--- config.mk ---
export PLATFORM = sky130hd
export DESIGN_NAME = ntc_adc_to_temperature_unit_flat
export DESIGN_NICKNAME = d
export VERILOG_FILES = /design/src/design/ntc_pkg.sv /design/src/design/ntc_if.sv /design/src/design/ntc_adc_to_temperature_unit.sv /design/src/design/ntc_code_rom.sv /design/src/design/ntc_divider.sv /design/src/flat_wrapper.sv
export VERILOG_INCLUDE_DIRS = /design/src /design/src/design
export SDC_FILE = /design/constraint.sdc
export NUM_CORES = 1
export LEC_CHECK = 0
export ABC_CLOCK_PERIOD_IN_PS = 15750
export BUFFER_PORTS_ARGS = -buffer_cell sky130_fd_sc_hd__buf_2
export CAP_MARGIN = 20
export CORE_AREA = 2 2 148 150
export DETAILED_ROUTE_END_ITERATION = 16
export DIE_AREA = 0 0 150 152
export HOLD_SLACK_MARGIN = 0.02
export PLACE_DENSITY = 0.89
export SLEW_MARGIN = 20
export SYNTH_ARGS = -nofsm -noshare
export SYNTH_HDL_FRONTEND = slang
export SYNTH_SLANG_ARGS = --single-unit
--- constraint.sdc ---
create_clock -name clk -period 15.75 [get_ports clk]
set_input_delay 3.15 -clock clk [delete_from_list [all_inputs] [get_ports clk]]
set_output_delay 3.15 -clock clk [all_outputs]
set_load 0.005 [all_outputs]
--- src/design/ntc_adc_to_temperature_unit_macros.svh ---
// Assertion macros shared by the NTC temperature unit.
// Depends on nothing; included by the modules that carry assertions.
`ifndef NTC_ADC_TO_TEMPERATURE_UNIT_MACROS_SVH
`define NTC_ADC_TO_TEMPERATURE_UNIT_MACROS_SVH

// Same-cycle implication, disabled while in reset
`define NTC_ASSERT_IMP(label, clk, rst_n, ante, cons, msg) \
	label: assert property (@(posedge clk) disable iff (!rst_n) (ante) |-> (cons)) \
		else $error(msg);

// Next-cycle implication, disabled while in reset
`define NTC_ASSERT_NXT(label, clk, rst_n, ante, cons, msg) \
	label: assert property (@(posedge clk) disable iff (!rst_n) (ante) |=> (cons)) \
		else $error(msg);

`endif

--- src/design/ntc_pkg.sv ---
// Shared types, constants and the thermistor code list for the NTC unit.
// No dependencies.
`timescale 1ns / 1ps
`default_nettype none

package ntc_pkg;

	localparam int SAMPLE_BITS   = 12;
	localparam int TEMP_BITS     = 17;
	localparam int OFFSET_BITS   = 8;
	localparam int START_BITS    = 7;
	localparam int CFG_IDX_W     = 2;
	localparam int CFG_DATA_W    = 8;
	localparam int MAX_ENTRIES_W = 10;
	localparam int LISTED_CODES  = 200;
	localparam int QUOT_MAX_W    = 17;

	// Register indexes
	localparam logic [CFG_IDX_W-1:0] REG_OFFSET            = CFG_IDX_W'(0);
	localparam logic [CFG_IDX_W-1:0] REG_START_TEMPERATURE = CFG_IDX_W'(1);

	localparam logic [OFFSET_BITS-1:0]       OFFSET_RESET = '0;
	localparam logic signed [START_BITS-1:0] START_RESET  = -7'sd20;

	// Falling thermistor codes, one per degree
	localparam logic [SAMPLE_BITS-1:0] CODE_LIST [LISTED_CODES] = '{
		12'd3911, 12'd3901, 12'd3890, 12'd3878, 12'd3866, 12'd3853, 12'd3840, 12'd3827,
		12'd3813, 12'd3799, 12'd3784, 12'd3768, 12'd3752, 12'd3736, 12'd3719, 12'd3701,
		12'd3683, 12'd3664, 12'd3644, 12'd3624, 12'd3603, 12'd3582, 12'd3559, 12'd3537,
		12'd3513, 12'd3489, 12'd3464, 12'd3439, 12'd3412, 12'd3386, 12'd3358, 12'd3330,
		12'd3301, 12'd3271, 12'd3241, 12'd3210, 12'd3178, 12'd3146, 12'd3113, 12'd3080,
		12'd3046, 12'd3011, 12'd2976, 12'd2940, 12'd2903, 12'd2864, 12'd2829, 12'd2791,
		12'd2753, 12'd2714, 12'd2675, 12'd2636, 12'd2596, 12'd2556, 12'd2515, 12'd2475,
		12'd2434, 12'd2393, 12'd2352, 12'd2311, 12'd2270, 12'd2229, 12'd2188, 12'd2146,
		12'd2105, 12'd2064, 12'd2024, 12'd1983, 12'd1943, 12'd1903, 12'd1863, 12'd1823,
		12'd1784, 12'd1745, 12'd1707, 12'd1669, 12'd1631, 12'd1594, 12'd1557, 12'd1521,
		12'd1485, 12'd1450, 12'd1415, 12'd1381, 12'd1347, 12'd1314, 12'd1282, 12'd1250,
		12'd1218, 12'd1188, 12'd1157, 12'd1128, 12'd1099, 12'd1071, 12'd1043, 12'd1016,
		12'd989,  12'd963,  12'd938,  12'd913,  12'd889,  12'd865,  12'd842,  12'd819,
		12'd798,  12'd775,  12'd755,  12'd735,  12'd715,  12'd696,  12'd677,  12'd658,
		12'd641,  12'd623,  12'd606,  12'd590,  12'd574,  12'd558,  12'd543,  12'd528,
		12'd514,  12'd500,  12'd487,  12'd473,  12'd461,  12'd448,  12'd436,  12'd424,
		12'd413,  12'd402,  12'd391,  12'd381,  12'd370,  12'd360,  12'd351,  12'd342,
		12'd333,  12'd324,  12'd315,  12'd307,  12'd299,  12'd291,  12'd283,  12'd276,
		12'd269,  12'd262,  12'd255,  12'd248,  12'd242,  12'd236,  12'd230,  12'd224,
		12'd218,  12'd213,  12'd207,  12'd202,  12'd197,  12'd192,  12'd187,  12'd182,
		12'd178,  12'd173,  12'd169,  12'd165,  12'd161,  12'd157,  12'd153,  12'd149,
		12'd146,  12'd142,  12'd139,  12'd136,  12'd132,  12'd129,  12'd126,  12'd123,
		12'd120,  12'd117,  12'd115,  12'd112,  12'd109,  12'd107,  12'd104,  12'd102,
		12'd100,  12'd97,   12'd95,   12'd93,   12'd91,   12'd89,   12'd87,   12'd85,
		12'd83,   12'd81,   12'd79,   12'd77,   12'd76,   12'd74,   12'd72,   12'd71
	};

	// Divider request and response
	typedef struct packed {
		logic                   start;
		logic [SAMPLE_BITS-1:0] numer;
		logic [SAMPLE_BITS-1:0] denom;
	} div_req_t;

	typedef struct packed {
		logic                  done;
		logic [QUOT_MAX_W-1:0] quot;
	} div_rsp_t;

	// Code of a table entry; entries past the list read as zero
	function automatic logic [SAMPLE_BITS-1:0] code_at(input logic [MAX_ENTRIES_W-1:0] idx);
		logic [SAMPLE_BITS-1:0] code;
		code = '0;
		if (idx < MAX_ENTRIES_W'(LISTED_CODES)) begin
			code = CODE_LIST[idx[7:0]];
		end
		return code;
	endfunction

endpackage

`default_nettype wire

--- src/design/ntc_if.sv ---
// Handshake channels of the NTC unit: sample input, result output, register writes.
// Depends on ntc_pkg.
`timescale 1ns / 1ps
`default_nettype none

interface ntc_sample_if import ntc_pkg::*; ();
	logic                   valid;
	logic                   ready;
	logic [SAMPLE_BITS-1:0] raw_sample;

	modport source (output valid, output raw_sample, input ready);
	modport sink (input valid, input raw_sample, output ready);
endinterface

interface ntc_result_if import ntc_pkg::*; ();
	logic                        valid;
	logic                        ready;
	logic [SAMPLE_BITS-1:0]      corrected_sample;
	logic signed [TEMP_BITS-1:0] temperature_q8;
	logic                        out_of_range;

	modport source (output valid, output corrected_sample, output temperature_q8,
		output out_of_range, input ready);
	modport sink (input valid, input corrected_sample, input temperature_q8,
		input out_of_range, output ready);
endinterface

interface ntc_cfg_if import ntc_pkg::*; ();
	logic                  valid;
	logic                  ready;
	logic [CFG_IDX_W-1:0]  index;
	logic [CFG_DATA_W-1:0] data;

	modport source (output valid, output index, output data, input ready);
	modport sink (input valid, input index, input data, output ready);
endinterface

`default_nettype wire

--- src/design/ntc_adc_to_temperature_unit.sv ---
// Top level of the NTC temperature unit: register port, search sequencer, output stage.
// Depends on ntc_pkg, ntc_if, ntc_code_rom, ntc_divider and the assertion macro header.
`timescale 1ns / 1ps
`default_nettype none

// Converts one raw ADC sample at a time into a temperature in signed fixed point with
// FRACTION_BITS fraction bits. The offset is removed (floored at zero), the code table is
// checked at both ends, then binary-searched for the bracketing pair, and the fraction
// between the two codes comes from a serial divider. The search is paced by the single
// read port of the code table ROM, one access per cycle, and the fraction by the divider,
// which yields one quotient bit per cycle. A new sample is taken while the previous result
// still waits in the output register. Registers may be written at any time the unit is idle.

`include "ntc_adc_to_temperature_unit_macros.svh"

module ntc_adc_to_temperature_unit import ntc_pkg::*; #(
	parameter int TABLE_ENTRIES = 200,
	parameter int FRACTION_BITS = 8
) (
	input wire logic      clk,
	input wire logic      arst_n,
	ntc_sample_if.sink    sample,
	ntc_result_if.source  result,
	ntc_cfg_if.sink       cfg
);

	localparam int IDX_W  = (TABLE_ENTRIES > 2) ? $clog2(TABLE_ENTRIES) : 1;
	localparam int QUOT_W = FRACTION_BITS + 1;
	localparam int SUM_W  = IDX_W + START_BITS + 1;
	localparam int WIDE_W = SUM_W + FRACTION_BITS + 2;
	localparam int SAT_W  = (WIDE_W > TEMP_BITS + 1) ? WIDE_W : TEMP_BITS + 1;
	localparam logic [IDX_W-1:0] LAST_IDX = IDX_W'(TABLE_ENTRIES - 1);
	localparam logic signed [SAT_W-1:0] TEMP_MAX = SAT_W'((2 ** (TEMP_BITS - 1)) - 1);
	localparam logic signed [SAT_W-1:0] TEMP_MIN = SAT_W'(-(2 ** (TEMP_BITS - 1)));

	typedef enum logic [3:0] {
		S_IDLE,
		S_CHK_FIRST,
		S_CHK_LAST,
		S_SEARCH,
		S_RD_UP,
		S_RD_LO,
		S_DIV,
		S_OUT
	} state_t;

	state_t                         state_q;
	logic [OFFSET_BITS-1:0]         offset_q;
	logic signed [START_BITS-1:0]   start_q;
	logic [SAMPLE_BITS-1:0]         c_q;
	logic [IDX_W-1:0]               lo_q;
	logic [IDX_W-1:0]               hi_q;
	logic [IDX_W-1:0]               mid_q;
	logic [SAMPLE_BITS-1:0]         upper_q;
	logic                           flag_q;
	logic [QUOT_W-1:0]              quot_q;
	logic                           out_valid_q;
	logic [SAMPLE_BITS-1:0]         out_c_q;
	logic signed [TEMP_BITS-1:0]    out_temp_q;
	logic                           out_flag_q;

	logic [IDX_W-1:0]               rom_addr;
	logic [SAMPLE_BITS-1:0]         rom_data;
	logic [IDX_W-1:0]               lo_n;
	logic [IDX_W-1:0]               hi_n;
	logic [IDX_W:0]                 mid_sum;
	logic [IDX_W-1:0]               mid_n;
	logic [SAMPLE_BITS-1:0]         c_in;
	logic signed [SUM_W-1:0]        deg_sum;
	logic signed [SAT_W-1:0]        temp_wide;
	logic signed [TEMP_BITS-1:0]    temp_sat;
	logic                           out_free;
	div_req_t                       div_req;
	div_rsp_t                       div_rsp;

	ntc_code_rom #(
		.ENTRIES (TABLE_ENTRIES),
		.ADDR_W  (IDX_W)
	) u_rom (
		.clk     (clk),
		.rd_addr (rom_addr),
		.rd_data (rom_data)
	);

	ntc_divider #(
		.FRAC_BITS (FRACTION_BITS)
	) u_div (
		.clk    (clk),
		.arst_n (arst_n),
		.req    (div_req),
		.rsp    (div_rsp)
	);

	// Take off the offset, floor at zero
	assign c_in = (sample.raw_sample > SAMPLE_BITS'(offset_q)) ?
		sample.raw_sample - SAMPLE_BITS'(offset_q) : '0;

	// Narrow the bracket and pick the next table address
	always_comb begin
		lo_n     = lo_q;
		hi_n     = hi_q;
		rom_addr = '0;
		case (state_q)
			S_CHK_LAST: begin
				lo_n = '0;
				hi_n = LAST_IDX;
			end
			S_SEARCH: begin
				if (rom_data >= c_q) begin
					lo_n = mid_q;
				end else begin
					hi_n = mid_q - IDX_W'(1);
				end
			end
			default: ;
		endcase
		mid_sum = {1'b0, lo_n} + {1'b0, hi_n} + (IDX_W + 1)'(1);
		mid_n   = mid_sum[IDX_W:1];
		case (state_q)
			S_IDLE:      rom_addr = '0;
			S_CHK_FIRST: rom_addr = LAST_IDX;
			S_CHK_LAST:  rom_addr = mid_n;
			S_SEARCH:    rom_addr = (lo_n < hi_n) ? mid_n : lo_n;
			S_RD_UP:     rom_addr = lo_q + IDX_W'(1);
			default:     rom_addr = '0;
		endcase
	end

	// Start the divider once both bracketing codes are known and differ
	always_comb begin
		div_req.start = (state_q == S_RD_LO) && (upper_q > rom_data);
		div_req.numer = upper_q - c_q;
		div_req.denom = upper_q - rom_data;
	end

	// Whole degrees plus fraction, saturated to the output range
	always_comb begin
		deg_sum   = SUM_W'(start_q) + $signed(SUM_W'(lo_q));
		temp_wide = (SAT_W'(deg_sum) <<< FRACTION_BITS) + $signed(SAT_W'(quot_q));
		if (temp_wide > TEMP_MAX) begin
			temp_sat = TEMP_BITS'(TEMP_MAX);
		end else if (temp_wide < TEMP_MIN) begin
			temp_sat = TEMP_BITS'(TEMP_MIN);
		end else begin
			temp_sat = TEMP_BITS'(temp_wide);
		end
	end

	assign out_free = !out_valid_q || result.ready;

	// Hold state, registers and the output stage
	always_ff @(posedge clk or negedge arst_n) begin
		if (!arst_n) begin
			state_q     <= S_IDLE;
			offset_q    <= OFFSET_RESET;
			start_q     <= START_RESET;
			c_q         <= '0;
			lo_q        <= '0;
			hi_q        <= '0;
			mid_q       <= '0;
			upper_q     <= '0;
			flag_q      <= 1'b0;
			quot_q      <= '0;
			out_valid_q <= 1'b0;
			out_c_q     <= '0;
			out_temp_q  <= '0;
			out_flag_q  <= 1'b0;
		end else begin
			if (cfg.valid) begin
				case (cfg.index)
					REG_OFFSET:            offset_q <= cfg.data;
					REG_START_TEMPERATURE: start_q  <= $signed(cfg.data[START_BITS-1:0]);
					default: ;
				endcase
			end
			// Present a finished item, drop it once taken
			if ((state_q == S_OUT) && out_free) begin
				out_valid_q <= 1'b1;
			end else if (result.ready) begin
				out_valid_q <= 1'b0;
			end
			case (state_q)
				S_IDLE: begin
					if (sample.valid) begin
						c_q     <= c_in;
						flag_q  <= 1'b0;
						quot_q  <= '0;
						state_q <= S_CHK_FIRST;
					end
				end
				S_CHK_FIRST: begin
					if (c_q > rom_data) begin
						lo_q    <= '0;
						flag_q  <= 1'b1;
						state_q <= S_OUT;
					end else begin
						state_q <= S_CHK_LAST;
					end
				end
				S_CHK_LAST: begin
					if (c_q < rom_data) begin
						lo_q    <= LAST_IDX;
						flag_q  <= 1'b1;
						state_q <= S_OUT;
					end else begin
						lo_q    <= lo_n;
						hi_q    <= hi_n;
						mid_q   <= mid_n;
						state_q <= S_SEARCH;
					end
				end
				S_SEARCH: begin
					lo_q  <= lo_n;
					hi_q  <= hi_n;
					mid_q <= mid_n;
					if (!(lo_n < hi_n)) begin
						state_q <= S_RD_UP;
					end
				end
				S_RD_UP: begin
					upper_q <= rom_data;
					state_q <= (lo_q == LAST_IDX) ? S_OUT : S_RD_LO;
				end
				S_RD_LO: begin
					state_q <= (upper_q > rom_data) ? S_DIV : S_OUT;
				end
				S_DIV: begin
					if (div_rsp.done) begin
						quot_q  <= div_rsp.quot[QUOT_W-1:0];
						state_q <= S_OUT;
					end
				end
				S_OUT: begin
					if (out_free) begin
						out_c_q     <= c_q;
						out_temp_q  <= temp_sat;
						out_flag_q  <= flag_q;
						state_q     <= S_IDLE;
					end
				end
				default: state_q <= S_IDLE;
			endcase
		end
	end

	assign sample.ready            = (state_q == S_IDLE);
	assign cfg.ready               = 1'b1;
	assign result.valid            = out_valid_q;
	assign result.corrected_sample = out_c_q;
	assign result.temperature_q8   = out_temp_q;
	assign result.out_of_range     = out_flag_q;

	`NTC_ASSERT_NXT(a_accept_start, clk, arst_n, sample.valid && sample.ready, state_q == S_CHK_FIRST, "accepted item did not start the end checks")
	`NTC_ASSERT_IMP(a_search_open, clk, arst_n, state_q == S_SEARCH, lo_q < hi_q, "search entered with an empty bracket")
	`NTC_ASSERT_IMP(a_div_owner, clk, arst_n, div_rsp.done, state_q == S_DIV, "divider finished outside the divide wait")
	`NTC_ASSERT_NXT(a_out_load, clk, arst_n, (state_q == S_OUT) && out_free, result.valid, "finished item not presented")

endmodule

`default_nettype wire

--- src/design/ntc_code_rom.sv ---
// Thermistor code table as a synchronous ROM with one registered read port.
// Depends on ntc_pkg.
`timescale 1ns / 1ps
`default_nettype none

module ntc_code_rom import ntc_pkg::*; #(
	parameter int ENTRIES = 200,
	parameter int ADDR_W  = 8
) (
	input  wire logic                   clk,
	input  wire logic [ADDR_W-1:0]      rd_addr,
	output logic      [SAMPLE_BITS-1:0] rd_data
);

	logic [SAMPLE_BITS-1:0] rd_data_q;

	// Register the read; addresses past the depth read as zero
	always_ff @(posedge clk) begin
		if (rd_addr < ADDR_W'(ENTRIES - 1) || rd_addr == ADDR_W'(ENTRIES - 1)) begin
			rd_data_q <= code_at(MAX_ENTRIES_W'(rd_addr));
		end else begin
			rd_data_q <= '0;
		end
	end

	assign rd_data = rd_data_q;

endmodule

`default_nettype wire

--- src/design/ntc_divider.sv ---
// Restoring serial divider for the interpolation fraction, one quotient bit a cycle.
// Depends on ntc_pkg and the assertion macro header.
`timescale 1ns / 1ps
`default_nettype none

`include "ntc_adc_to_temperature_unit_macros.svh"

module ntc_divider import ntc_pkg::*; #(
	parameter int FRAC_BITS = 8
) (
	input  wire logic     clk,
	input  wire logic     arst_n,
	input  wire div_req_t req,
	output div_rsp_t      rsp
);

	localparam int QUOT_W = FRAC_BITS + 1;
	localparam int CNT_W  = $clog2(FRAC_BITS + 2);
	localparam logic [QUOT_W-1:0] QUOT_MAX = QUOT_W'(1) << FRAC_BITS;

	logic [CNT_W-1:0]       cnt_q;
	logic                   first_q;
	logic                   done_q;
	logic [SAMPLE_BITS:0]   rem_q;
	logic [SAMPLE_BITS-1:0] denom_q;
	logic [QUOT_W-1:0]      quot_q;
	logic [SAMPLE_BITS:0]   trial;
	logic                   fits;

	// First step compares the numerator as is; later steps shift in a zero
	always_comb begin
		trial = first_q ? rem_q : {rem_q[SAMPLE_BITS-1:0], 1'b0};
		fits  = trial >= {1'b0, denom_q};
	end

	// Load on start, then advance one quotient bit a cycle
	always_ff @(posedge clk or negedge arst_n) begin
		if (!arst_n) begin
			cnt_q   <= '0;
			first_q <= 1'b0;
			done_q  <= 1'b0;
			rem_q   <= '0;
			denom_q <= '0;
			quot_q  <= '0;
		end else begin
			done_q <= 1'b0;
			if (req.start) begin
				cnt_q   <= CNT_W'(QUOT_W);
				first_q <= 1'b1;
				rem_q   <= {1'b0, req.numer};
				denom_q <= req.denom;
				quot_q  <= '0;
			end else if (cnt_q != '0) begin
				cnt_q   <= cnt_q - CNT_W'(1);
				first_q <= 1'b0;
				rem_q   <= fits ? trial - {1'b0, denom_q} : trial;
				quot_q  <= {quot_q[QUOT_W-2:0], fits};
				if (cnt_q == CNT_W'(1)) begin
					done_q <= 1'b1;
				end
			end
		end
	end

	assign rsp.done = done_q;
	assign rsp.quot = QUOT_MAX_W'(quot_q);

	`NTC_ASSERT_IMP(a_start_idle, clk, arst_n, req.start, cnt_q == '0, "divider restarted while busy")
	`NTC_ASSERT_NXT(a_done_pulse, clk, arst_n, done_q, !done_q, "divider done held longer than one cycle")
	`NTC_ASSERT_IMP(a_quot_bound, clk, arst_n, done_q, quot_q <= QUOT_MAX, "fraction exceeds one degree")

endmodule

`default_nettype wire
--- src/flat_wrapper.sv ---
// flat-port wrapper written by rule: the top's interface ports become plain ports
module ntc_adc_to_temperature_unit_flat import ntc_pkg::*;
#(
	parameter int TABLE_ENTRIES = 200,
	parameter int FRACTION_BITS = 8
)
  (clk, arst_n, sample_valid, sample_raw_sample, sample_ready, result_valid, result_corrected_sample, result_temperature_q8, result_out_of_range, result_ready, cfg_valid, cfg_index, cfg_data, cfg_ready);
  ntc_sample_if sample_i ();
  ntc_result_if result_i ();
  ntc_cfg_if cfg_i ();
  input wire logic clk;
  input wire logic arst_n;
  input wire logic [$bits(sample_i.valid)-1:0] sample_valid;
  input wire logic [$bits(sample_i.raw_sample)-1:0] sample_raw_sample;
  output wire logic [$bits(sample_i.ready)-1:0] sample_ready;
  output wire logic [$bits(result_i.valid)-1:0] result_valid;
  output wire logic [$bits(result_i.corrected_sample)-1:0] result_corrected_sample;
  output wire logic [$bits(result_i.temperature_q8)-1:0] result_temperature_q8;
  output wire logic [$bits(result_i.out_of_range)-1:0] result_out_of_range;
  input wire logic [$bits(result_i.ready)-1:0] result_ready;
  input wire logic [$bits(cfg_i.valid)-1:0] cfg_valid;
  input wire logic [$bits(cfg_i.index)-1:0] cfg_index;
  input wire logic [$bits(cfg_i.data)-1:0] cfg_data;
  output wire logic [$bits(cfg_i.ready)-1:0] cfg_ready;
  assign sample_i.valid = sample_valid;
  assign sample_i.raw_sample = sample_raw_sample;
  assign sample_ready = sample_i.ready;
  assign result_valid = result_i.valid;
  assign result_corrected_sample = result_i.corrected_sample;
  assign result_temperature_q8 = result_i.temperature_q8;
  assign result_out_of_range = result_i.out_of_range;
  assign result_i.ready = result_ready;
  assign cfg_i.valid = cfg_valid;
  assign cfg_i.index = cfg_index;
  assign cfg_i.data = cfg_data;
  assign cfg_ready = cfg_i.ready;
  ntc_adc_to_temperature_unit #(.TABLE_ENTRIES(TABLE_ENTRIES), .FRACTION_BITS(FRACTION_BITS)) u_core (.clk(clk), .arst_n(arst_n), .sample(sample_i), .result(result_i), .cfg(cfg_i));
endmodule
==> impl_metrics.yaml <==
detailed_routing:
  route.met2.wl_um: 20330
  routed.top_layer: "met4"
  via_count: 13674
  met1_length_um: 16480
  first_iter_violations: 1925
  route.detailed.vias_per_inst: 7.074
  dr.pass1.iters: 7
  route.met3.wl_um: 4925
  drc: 0
  ant_nets: 0
  wl_per_cell_um: 23.16
  drt-total-wl_um: 44770
layout:
  finalNetCount: 1772
  syn_to_final_growth_pct: 7.017
  fill_cells: 1598
  finalNonFillerCells: 1933
  drive_gt1_share_pct: 12.60
global_routing:
  grt_pass1_wl_um: 71150
  grt_max_degree: 84
  grt_antenna_before_repair: 1
  track_usage_pct: 39.10
  grt_overflow: 0
  grt_pass1_vias: 13412
placement:
  place_hpwl_um: 30330
  io_buffers: 58
  place.gp.congestion: 1.015
  dp_cells: 1899
clocking:
  insertion_delay_ns: 0.45
  clk_pin_slew_worst_paths_ns: 0.08
  cts_resized: 0
  h-tree-depth: 4
  cts_buffers: 17
  cts_buffer_depth: 2
  cts.hold.buffers_added: 0
  cts-root-buf: "clkbuf_16"
  cts.sinks: 159
  cts_setup_buffers: 0
  cts_tree: "yes"
synth:
  synth-compound-area-share_pct: 28.00
  yosysWarningCount: 0
  synth_xor_area_share_pct: 3.818
  synth_area_um2: 13530
  synthFlopType: "dfrtp_1"
  synth-seq-area-share_pct: 28.99
  yosys.area_share.simple_pct: 17.10
  synth_area_per_cell_um2: 8.232
  synth_edf_count: 0
  syn_nets: 1778
  synthArstFlopShare_pct: 92.45
  muxShareOfSynthArea_pct: 5.261
  yosysUniqueCellTypes: 96
  synth_top_family_by_area: "compound AO/OA/AOI/OAI gates"
  postSynthCellCount: 1644
  ys_ff_latch: 159
  yosys.area_share.adder_pct: 10.30
hold_path:
  hp-class: "register to register"
die:
  die_area_um2: 22800
  io_pins: 60
  start_util_pct: 63.38
  core_um2: 21350
  fp.dieH_um: 152
  dieWidth_um: 150
  fp-row-count: 54
sta:
  setup_viol: 0
  relSlewSlack_pct: 33.26
  fin_hold_ws_ns: 0.4831
  timing.setup.tns_ns: 0
  hold_viol: 0
  fmax_ghz: 0.1220
  rsz0062_at_grt: "no"
  worst_pin_slew_ns: 1.001
  period_needed_ns: 8.199
  fin_crit_sh_pct: 52.06
  slew_violations: 0
  skew_ns: 0.02264
critical_path:
  critPathCaptureType: "register"
  cpMaxStageDelayCell: "a311oi_4"
  slowest_delay_ns: 0.78
  criticalPathCategory: "register to register"
  cp.arrival_ns: 8.48
  startpoint_type: "register"
  critPathBufInv: 3
  cp_data_required_time_ns: 16.03
  critPathMaxFanout: 27
  crit_chain: "inv_1, ha_1, nor2b_1, o211ai_1, a211o_4, a31oi_4, nor2_1, nor2_1, nor2_1, a41oi_1, ha_1, or4b_1, a211o_1, clkinv_1, nand2_1, o21a_1, and2_1, a311oi_4, ha_1, clkinv_1, o211ai_1, o31ai_1, a2111oi_0, a211oi_1"
  crit_family: "compound AO/OA/AOI/OAI gates"
flow_run:
  cap_violations: 0
outcome:
  status: "finished, final reports clean"
routing by layer:
layer / up-vias / GRT usage, %
li1: 5969 / -
met1: 6399 / 49.85
met2: 1018 / 60.86
met3: 288 / 8.829
met4: 0 / 22.46
met5: - / 0
per-stage QoR:
step | area [um^2] | util, % | worst slack [ns]
2_1_floorplan | 13530 | - | 9.122
5_1_grt | 14480 | 67.82 | 7.158
6_report | 14480 | 67.83 | 7.551
4_1_cts | 14480 | 67.80 | 7.867
3_3_place_gp | 13880 | 65.00 | 8.055
3_5_place_dp | 13880 | 65.00 | 8.000
worst register-to-register path: stages, from the launching register on:
cell and delay (ns):
dfxtp_1 0.38, inv_1 0.10, ha_1 0.32, nor2b_1 0.18, o211ai_1 0.12, a211o_4 0.38
a31oi_4 0.72, nor2_1 0.22, nor2_1 0.21, nor2_1 0.07, a41oi_1 0.23, ha_1 0.35
or4b_1 0.54, a211o_1 0.38, clkinv_1 0.10, nand2_1 0.07, o21a_1 0.24, and2_1 0.29
a311oi_4 0.78, ha_1 0.58, clkinv_1 0.52, o211ai_1 0.32, o31ai_1 0.13, a2111oi_0 0.66
a211oi_1 0.13
final cells by class:
class	instances	area, um^2	share of cell area (%)
multi-input cells	1276	8748	60.41
flip-flops and latches	159	3924	27.09
repair buffers	81	469.2	3.240
clock buffers	18	439.2	3.032
inverters	103	386.6	2.670
well taps	280	350.3	2.419
clock inverters	14	160.2	1.106
diodes	2	5.005	0.03456
Yosys cell counts, types with 8 or more instances:
cell type    n  area, um^2
nand4_1     14       87.58
a211o_1      8       70.07
o21ai_0    130       650.6
nand3_1     47       235.2
nand2b_1    16       100.1
a21boi_0    11       82.58
dfxtp_1     12       240.2
buf_2       23       115.1
o22ai_1     14       87.58
a21o_1      36       270.3
nor2_1     108       405.4
o31ai_1     16       120.1
a21oi_1    123       615.6
a221o_1      8       80.08
xor2_1      26       227.7
and2_1      10       62.56
nand2_1    201       754.5
and3_1      11       68.82
a211oi_1    16       120.1
mux2_2      47       529.3
o211ai_1    26       195.2
ha_1       101        1264
nor3_1      27       135.1
nor2b_1     18       112.6
a22o_1      12       105.1
a31oi_1     21       131.4
inv_1       98       367.9
dfrtp_1    143        3578
a311oi_1    10       87.58
o21bai_1    11       82.58
clkbuf_1    68       255.2
o311ai_0     8       70.07
xnor2_1     33       289.0
mux2i_1     16       160.2
a221oi_1    11       96.34
layout by cell type (no fill, tap or decap), types with 8 or more instances in the layout:
master,instances
inv_1,98
a21boi_0,11
mux2i_1,16
a31oi_1,21
xnor2_1,33
o21bai_1,11
o21ai_0,129
clkbuf_16,17
o311ai_0,8
a221o_1,8
buf_2,57
buf_4,23
and2_1,10
nand2_1,201
a211oi_1,15
a21oi_1,122
a21o_1,36
nor2_1,106
xor2_1,26
mux2_2,47
dfxtp_1,12
nor2b_1,18
nand2b_1,16
a221oi_1,11
o22ai_1,14
dfrtp_1,143
nor3_1,26
o31ai_1,16
and3_1,11
o211ai_1,26
a22o_1,12
nand3_1,47
a311oi_1,10
ha_1,101
nand4_1,14
state kept, by name, indices dropped and copies added (netlist names), 12 cells and up:
register / flops
u_core.u_div.rem_q: 13
u_core.u_div.denom_q: 12
u_core.result.temperature_q8: 17
u_core.result.corrected_sample: 12
u_core.u_rom.rd_data: 12
u_core.upper_q: 12
u_core.c_q: 12
worst paths after layout:
path	cells past startpoint	slack (ns)	start	end
max	24	7.55	u_core.u_rom.rd_data[1]	u_core.u_rom.rd_data[4]
min	2	0.48	u_core.quot_q[3]	u_core.quot_q[3]
max reg2reg	24	7.55	u_core.u_rom.rd_data[1]	u_core.u_rom.rd_data[4]
min reg2reg	2	0.48	u_core.quot_q[3]	u_core.quot_q[3]
max in group asynchronous	2	11.65	arst_n	u_core.result.corrected_sample[0]
min in group asynchronous	1	2.74	arst_n	u_core.result.temperature_q8[1]
kinds of logic after synthesis:
family / count (synthesis)
simple gates: 495
xor+xnor: 59
buf+inv: 209
other cells: 1
mux: 64
compound gates: 549
flops: 159
fa+ha+maj: 108
Power is not shown: default switching activity piles up to over one toggle a cycle in this logic, so the estimate is an artifact.
